[config.mk]
export PLATFORM = sky130hd
export DESIGN_NAME = chtr_ram
export DESIGN_NICKNAME = d
export VERILOG_FILES = /design/src/hdl/chtr_ram.sv
export SDC_FILE = /design/constraint.sdc
export NUM_CORES = 1
export LEC_CHECK = 0
export BUFFER_PORTS_ARGS = -buffer_cell sky130_fd_sc_hd__buf_4
export CAP_MARGIN = 20
export CORE_ASPECT_RATIO = 1.75
export CORE_MARGIN = 4
export CORE_UTILIZATION = 48
export DETAILED_ROUTE_END_ITERATION = 8
export SYNTH_ARGS = -nofsm -noshare
export SYNTH_HDL_FRONTEND = slang
export SYNTH_SLANG_ARGS = --single-unit
[constraint.sdc]
create_clock -name i_clk -period 3.35 [get_ports i_clk]
set_clock_uncertainty 0.2 [all_clocks]
set_input_delay 0 -clock i_clk [delete_from_list [all_inputs] [get_ports i_clk]]
set_output_delay 0 -clock i_clk [all_outputs]
set_load 0.02 [all_outputs]
[src/hdl/chtr_ram.sv]
`timescale 1ns / 1ps
// simple dual port synchronous ram, one write and one read port
// registered read data; no dependencies
module chtr_ram #(
    parameter int WIDTH = 8,
    parameter int DEPTH = 16
) (
    input  logic                     i_clk,
    input  logic                     i_we,
    input  logic [$clog2(DEPTH)-1:0] i_waddr,
    input  logic [WIDTH-1:0]         i_wdata,
    input  logic                     i_re,
    input  logic [$clog2(DEPTH)-1:0] i_raddr,
    output logic [WIDTH-1:0]         o_rdata
);

    logic [WIDTH-1:0] r_mem [DEPTH];
    logic [WIDTH-1:0] r_rdata;

    always_ff @(posedge i_clk) begin
        if (i_we) begin
            r_mem[i_waddr] <= i_wdata;
        end
    end

    always_ff @(posedge i_clk) begin
        if (i_re) begin
            r_rdata <= r_mem[i_raddr];
        end
    end

    assign o_rdata = r_rdata;

endmodule

==> reports/qor.json, run 1 <==
{
  "pwr-share-clk": 0.441,
  "worstPathRequired_ns": 3.19,
  "dieHeight_um": 146,
  "postSynthCellCount": 229,
  "synth_top_family_by_area": "multiplexers",
  "grt_antenna_before_repair": 0,
  "ioPinCount": 27,
  "edff_count_synth": 136,
  "power_switching_share": 0.206,
  "vias": 2398,
  "total_of_flip_flops_plus_latches_after_synthesis": 136,
  "fin_crit_ns": 2.01,
  "start_util": 0.489,
  "mostFrequentLayoutCell": "edfxtp_1",
  "tritoncts": "done",
  "crit_path_max_fo": 8,
  "yosysTopAreaCell": "edfxtp_1",
  "core_um2": 10700,
  "cp_class": "input pin to flop",
  "dieArea_um2": 12700,
  "critical_path.endpoint_type": "flop",
  "grt_start_max_net_pins": 33,
  "postSynthNetCount": 248,
  "drive_gt1_frac": 0.267,
  "timing.fmax_mhz": 497,
  "arithmetic_cell_share_of_the_synthesized_area_counting_full_adders_half_adders_and_majority_gates": 0,
  "cts.repair_timing.setup_buffer_count": 0,
  "cts_made_buffers": 17,
  "synth_compound_area_frac": 0.0230,
  "synth.mux.area_fraction": 0.148,
  "synth.top_cell.area_share": 0.781,
  "power.switching_mw": 0.782,
  "p_int_mw": 3.01,
  "cts.sink_count": 136,
  "unrepaired_setup_endpoints_after_global_routing": "false",
  "vdd_ir_drop_max_uv": 418,
  "power-per-cell-area_nw_per_um2": 613,
  "drv_slew": 0,
  "share_comb_of_total_power": 0.050,
  "pwr-share-seq": 0.509,
  "ctsLongestPathBuffers": 2,
  "layout.cells.most_common_list": "edfxtp_1, buf_4, mux4_2",
  "max_cap_viol_count": 0,
  "global_route.usage.total": 0.172,
  "timing.setup.tns_ns": 0,
  "std_cell_rows": 50,
  "gp_routability_congestion": 0.683,
  "clock_insertion_delay_worst_skew_ns": 0.40,
  "areaGrowthSynthToFinish_pct": 18.3,
  "worstSetupStartpointType": "input pin",
  "synth_area_leaders": "edfxtp_1, mux4_2, mux4_1",
  "grt_pass1_wl_um": 15500,
  "diode_insertion_count_for_antenna_repair": 0,
  "clock_tree.htree_level_count": 4,
  "clk_pin_slew_worst_paths_ns": 0.06,
  "synth-seq-area-share": 0.781,
  "timing.critical_path.arrival_ns": 1.85,
  "route.antenna.remaining_nets": 0,
  "grt_overflow": 0,
  "async_flop_share": 0,
  "fillCellCount": 791,
  "synth-simple-area-share": 0.0314,
  "synth_xor_area_frac": 0,
  "fin_crit_sh": 0.601,
  "io_buffers": 26,
  "drt_pass1_iterations": 4,
  "routed_wirelength_um": 9850,
  "dpl_hpwl_um": 6450,
  "worst-slew-pin-transition_ns": 1.05,
  "layout.core_utilization": 0.578,
  "cts-root-buf": "clkbuf_16",
  "via_per_inst": 5.68,
  "maxSlewHeadroom": 0.294,
  "synth_area_um2": 5230,
  "yosys_warnings": 0,
  "run_status": "finished, final reports clean",
  "layout.nets": 298,
  "drt-wirelength-per-cell_um": 23.3,
  "hold_viol": 0,
  "synth.avg_cell_area_um2": 22.8,
  "power.static_leakage_nw": 2.06,
  "setup-violations-final": 0,
  "hold_path_class": "input pin to flop",
  "final_routed_drc_violation_total": 0,
  "via_count_of_the_first_global_routing_pass": 2664,
  "die_w_um": 86.9,
  "drt_iter0_drc": 209,
  "synthFlopType": "edfxtp_1",
  "synth.lib_cells_used.distinct": 18
}
==> cell usage after synthesis, drive strengths merged, types with 2 or more instances <==
| cell type | count |
|---|---|
| nand2 | 9 |
| nor3 | 4 |
| a22oi | 16 |
| nand3b | 2 |
| edfxtp | 136 |
| buf | 7 |
| mux4 | 32 |
| nor2 | 13 |
| clkdlybuf4s25 | 3 |
| nand2b | 2 |
==> worst max-delay path: stages <==
cell and delay [ns]:
dlygate4sd3_1 0.54, buf_4 0.16, nor3_2 0.24, dlygate4sd3_1 0.91
==> metrics by stage <==
stage	area, um^2	instances	hold WS [ns]	total power, mW	worst slack [ns]
after floorplan	5230	229	-0.101	2.07	1.66
after global placement	5530	378	0.0946	2.14	1.33
after detailed placement	5530	378	0.110	2.15	1.34
after CTS	6180	422	0.0286	3.82	1.35
after global routing	6180	422	0.0532	3.92	1.26
final	6180	422	0.0540	3.79	1.34
==> final timing paths <==
path,depth (start not counted),slack [ns],end,startpoint
setup reg to reg,3,1.68,o_rdata[5],r_mem[1][5]
setup / recovery,4,1.34,r_mem[12][1],i_waddr[1]
hold reg to reg,3,0.55,o_rdata[3],r_mem[8][3]
hold / removal,3,0.05,r_mem[2][7],i_waddr[2]
==> metal layers <==
metal / track usage / vias to the layer above / wire length (um)
met4: 0.0632 / 0 / 107
met2: 0.291 / 59 / 5550
met3: 0.0508 / 8 / 322
met5: 0 / - / 0
li1: - / 1083 / -
met1: 0.203 / 1248 / 3870
==> final cells by class <==
| class | count | area [um^2] | share of cell area |
|---|---|---|---|
| clock buffers | 17 | 425 | 0.0688 |
| repair buffers | 41 | 338 | 0.0546 |
| clock inverters | 15 | 111 | 0.0180 |
| well taps | 130 | 163 | 0.0263 |
| multi-input cells | 83 | 1060 | 0.172 |
| flip-flops and latches | 136 | 4080 | 0.660 |
==> kinds of logic after synthesis <==
kind of cell	after synthesis
flip-flops	136
AND/OR/NAND/NOR	35
multiplexers	32
AO/OA/AOI/OAI	16
buffers and inverters	10
==> flip-flops by register name (all words and copies together), names as in the netlist <==
register and count:
r_mem 128, o_rdata 8
==> timing repair <==
item | CTS | global route
hold buffers | 12 | 0
hold endpoints to repair | 168 | 0
resized for setup | 0 | 0
==> power by group through the flow <==
stage	Clock [mW]	Sequential, mW	Combinational [mW]
2_1_floorplan	0	1.97	0.0967
3_3_place_gp	0	1.96	0.181
3_5_place_dp	0	1.96	0.184
4_1_cts	1.70	1.93	0.195
5_1_grt	1.79	1.93	0.209
6_report	1.67	1.93	0.191
No activity file was read; power rests on OpenSTA's default activity.
==> run 2, diff against run 1 <==
- ABC_AREA: unset -> 1
- PLACE_DENSITY: unset -> 0.67
- clock period: 3.35 -> 1.85 ns (I/O delays scaled with it)
==> reports/qor.json, run 2 <==
{
  "unrepaired_setup_endpoints_after_global_routing": "false",
  "power.static_leakage": {"value": 3.02, "unit": "nW", "change": "+46%"},
  "dieArea": {"value": 14100, "unit": "um^2", "change": "+11%"},
  "layout.cells.most_common_list": "nand2_1, edfxtp_1, inv_1",
  "dpl_hpwl": {"value": 8920, "unit": "um", "change": "+38%"},
  "cp_top_family": "buffers and inverters",
  "cts.sink_count": {"value": 136, "change": "unchanged"},
  "fin_crit_sh": 0.921,
  "timing.fmax_mhz": 587,
  "synth.lib_cells_used.distinct": {"value": 11, "change": "-7"},
  "share_comb_of_total_power": {"value": 0.064, "change": "+0.014"},
  "slowest_delay": {"value": 0.54, "unit": "ns", "change": "-0.37 ns"},
  "synth_top_family_by_area": "simple AND/OR/NAND/NOR gates",
  "gr-usage-met3": {"value": 0.0450, "change": "-0.00579"},
  "synth.avg_cell_area": {"value": 10.6, "unit": "um^2", "change": "-54%"},
  "critical_path.endpoint_type": "flop",
  "worst-slew-pin-transition": {"value": 0.653, "unit": "ns", "change": "-0.402 ns"},
  "edff_count_synth": {"value": 136, "change": "unchanged"},
  "place_ws": {"value": 0.264, "unit": "ns", "change": "-1.08 ns"},
  "max_cap_viol_count": {"value": 0, "change": "unchanged"},
  "pwr-share-seq": {"value": 0.462, "change": "-0.047"},
  "synth_compound_area_frac": {"value": 0, "change": "-0.0230"},
  "global_route.usage.total": {"value": 0.213, "change": "+0.0408"},
  "worst_slack": {"value": 0.146, "unit": "ns", "change": "-1.19 ns"},
  "layout.nets": {"value": 622, "change": "+110%"},
  "via_count_of_the_first_global_routing_pass": {"value": 4159, "change": "+56%"},
  "hold_viol": {"value": 0, "change": "unchanged"},
  "cp_class": "input pin to flop",
  "grt_antenna_before_repair": {"value": 0, "change": "unchanged"},
  "crit_path_top_delay_cell": "dlygate4sd3_1",
  "placement.cell_area": {"value": 6260, "unit": "um^2", "change": "+13%"},
  "power.switching": {"value": 1.56, "unit": "mW", "change": "+99%"},
  "yosys-top-cells-count": "nand2_1, edfxtp_1, inv_1, nand3_1, nor2_1",
  "synth.mux.area_fraction": {"value": 0, "change": "-0.148"},
  "power_switching_share": {"value": 0.206, "change": "-0.000215"},
  "synth-simple-area-share": {"value": 0.208, "change": "+0.176"},
  "postSynthCellCount": {"value": 551, "change": "+140%"},
  "cts_hold_buffers": {"value": 12, "change": "unchanged"},
  "drv_slew": {"value": 0, "change": "unchanged"},
  "cpMostUsedCell": "nand3_1",
  "drt_iter0_drc": {"value": 436, "change": "+110%"},
  "crit_path_max_fo": {"value": 17, "change": "+9"},
  "grt_start_max_net_pins": {"value": 65, "change": "+97%"},
  "ctsLongestPathBuffers": {"value": 2, "change": "unchanged"},
  "grt_pass1_wl": {"value": 22100, "unit": "um", "change": "+42%"},
  "cts.repair_timing.setup_buffer_count": {"value": 0, "change": "unchanged"},
  "drive_gt1_frac": {"value": 0.123, "change": "-0.144"},
  "worstPathRequired": {"value": 1.81, "unit": "ns", "change": "-1.38 ns"},
  "final_routed_drc_violation_total": {"value": 0, "change": "unchanged"},
  "vias": {"value": 4032, "change": "+68%"},
  "mostFrequentLayoutCell": "nand2_1",
  "met1_usage": {"value": 0.228, "change": "+0.0242"},
  "cts_made_buffers": {"value": 17, "change": "unchanged"},
  "routed_wirelength": {"value": 14100, "unit": "um", "change": "+43%"},
  "route.antenna.remaining_nets": {"value": 0, "change": "unchanged"},
  "clock_tree.htree_level_count": {"value": 4, "change": "unchanged"},
  "largest_register_ffs": {"value": 128, "change": "unchanged"},
  "fin_crit_ns": 1.70,
  "std_cell_rows": {"value": 53, "change": "+6.0%"},
  "postSynthNetCount": {"value": 570, "change": "+130%"},
  "synth_xor_area_frac": {"value": 0, "change": "unchanged"},
  "final_cell_area": {"value": 7020, "unit": "um^2", "change": "+13%"},
  "synthFlopType": "edfxtp_1",
  "synth.top_cell.area_share": {"value": 0.698, "change": "-0.0828"},
  "clk_pin_slew_worst_paths": {"value": 0.05, "unit": "ns", "change": "about the same"},
  "diode_insertion_count_for_antenna_repair": {"value": 0, "change": "unchanged"},
  "pwr-share-clk": {"value": 0.474, "change": "+0.033"},
  "register_name_with_the_most_flops": "r_mem",
  "ioPinCount": {"value": 27, "change": "unchanged"},
  "use_met2": {"value": 0.370, "change": "+0.0786"},
  "yosys.cell_count.top_type": "nand2_1",
  "timing.setup.tns": {"value": 0, "unit": "ns", "change": "unchanged"},
  "synth-seq-area-share": {"value": 0.698, "change": "-0.0828"},
  "via_per_inst": {"value": 5.16, "change": "-9.1%"},
  "core": {"value": 12000, "unit": "um^2", "change": "+12%"},
  "total_of_flip_flops_plus_latches_after_synthesis": {"value": 136, "change": "unchanged"},
  "clock_insertion_delay_worst_skew": {"value": 0.41, "unit": "ns", "change": "about the same"},
  "vdd_ir_drop_max": {"value": 629, "unit": "uV", "change": "+51%"},
  "areaGrowthSynthToFinish_pct": 20.0,
  "crit_chain": "dlygate4sd3_1 -> buf_4 -> inv_1 -> nand3_1 -> nand3_1 -> nand2_1",
  "yosysTopAreaCell": "edfxtp_1",
  "io_buffers": {"value": 26, "change": "unchanged"},
  "hold_path_class": "input pin to flop",
  "dieHeight": {"value": 154, "unit": "um", "change": "+5.4%"},
  "gp_routability_congestion": {"value": 0.887, "change": "+30%"},
  "p_int": {"value": 6.00, "unit": "mW", "change": "+99%"},
  "cts_repair_resize_count": {"value": 0, "change": "unchanged"},
  "grt_overflow": {"value": 0, "change": "unchanged"},
  "arithmetic_cell_share_of_the_synthesized_area_counting_full_adders_half_adders_and_majority_gates": {"value": 0, "change": "unchanged"},
  "maxSlewHeadroom": {"value": 0.563, "change": "+0.269"},
  "power-per-cell-area": {"value": 1080, "unit": "nW/um^2", "change": "+76%"},
  "cts-root-buf": "clkbuf_16",
  "drt_pass1_iterations": {"value": 6, "change": "+2"},
  "synth_area": {"value": 5850, "unit": "um^2", "change": "+12%"},
  "worstSetupStartpointType": "input pin",
  "top_usage_layer": "met2",
  "run_status": "finished, final reports clean",
  "tritoncts": "done",
  "fillCellCount": {"value": 963, "change": "+22%"},
  "yosys_warnings": {"value": 0, "change": "unchanged"},
  "start_util": {"value": 0.487, "change": "-0.00153"},
  "drt-wirelength-per-cell": {"value": 18.1, "unit": "um", "change": "-22%"},
  "combined_buffer_and_inverter_count_along_the_critical_path": {"value": 3, "change": "unchanged"},
  "die_w": {"value": 91.4, "unit": "um", "change": "+5.2%"},
  "synth_area_leaders": "edfxtp_1, nand2_1, nand3_1",
  "setup-violations-final": {"value": 0, "change": "unchanged"},
  "async_flop_share": {"value": 0, "change": "unchanged"},
  "timing.critical_path.arrival": {"value": 1.66, "unit": "ns", "change": "-0.19 ns"}
}
## run 2: changes by cell type after synthesis, sizes merged, moves of 16 or more
cell and delta:
nand2 +164, inv +102, nand3 +96, mux4 -32, buf +17, a22oi -16
## run 2: per-stage QoR
step | std cells | hold WS (ns) | utilization | power (mW)
2_1_floorplan | 551 | -0.101 | - | 3.81
3_3_place_gp | 737 | 0.0937 | 0.522 | 4.01
3_5_place_dp | 737 | 0.0976 | 0.522 | 4.02
4_1_cts | 781 | 0.00941 | 0.584 | 7.59
5_1_grt | 781 | 0.0499 | 0.584 | 7.78
6_report | 781 | 0.0178 | 0.584 | 7.56
## run 2: layout make-up
cell class	instances	area, um^2	area share
repair buffers	57	495	0.0706
well taps	165	206	0.0294
clock buffers	17	425	0.0606
multi-input cells	289	1210	0.173
inverters	102	383	0.0546
clock inverters	15	208	0.0296
flip-flops and latches	136	4080	0.582
## run 2: path summary, 6_finish.rpt
path / start / to / slack (ns) / depth (start not counted)
max: i_raddr[2] / o_rdata[4] / 0.15 / 6
min: i_waddr[0] / r_mem[5][2] / 0.02 / 3
max reg2reg: r_mem[9][2] / o_rdata[2] / 0.49 / 6
min reg2reg: r_mem[13][5] / o_rdata[5] / 0.55 / 6
## run 2: logic make-up (layout without fill, tap and decap cells)
logic type | count (synthesis) | count (layout)
buf+inv | 126 | 191
flops | 136 | 136
simple gates | 289 | 289
## run 2: power by group through the flow
| stage | combinational [mW] | sequential, mW | clock [mW] |
|---|---|---|---|
| floorplan | 0.243 | 3.57 | 0 |
| global placement | 0.452 | 3.55 | 0 |
| detailed placement | 0.463 | 3.56 | 0 |
| CTS | 0.485 | 3.49 | 3.61 |
| global route | 0.532 | 3.50 | 3.75 |
| finish | 0.483 | 3.49 | 3.58 |
## run 2: worst reg2reg max path: stages (launching register included)
cell,delay (ns)
edfxtp_1,0.40
inv_1,0.08
nand2_1,0.05
nand3_1,0.08
nand3_1,0.12
nand3_1,0.13
nand2_1,0.05
## run 2: layer usage
| metal | wire, um | part of all wire | up-vias |
|---|---|---|---|
| met5 | 0 | 0 | - |
| met4 | 773 | 0.055 | 0 |
| met3 | 776 | 0.055 | 55 |
| met2 | 7630 | 0.54 | 170 |
| met1 | 4960 | 0.35 | 1926 |
| li1 | - | - | 1881 |
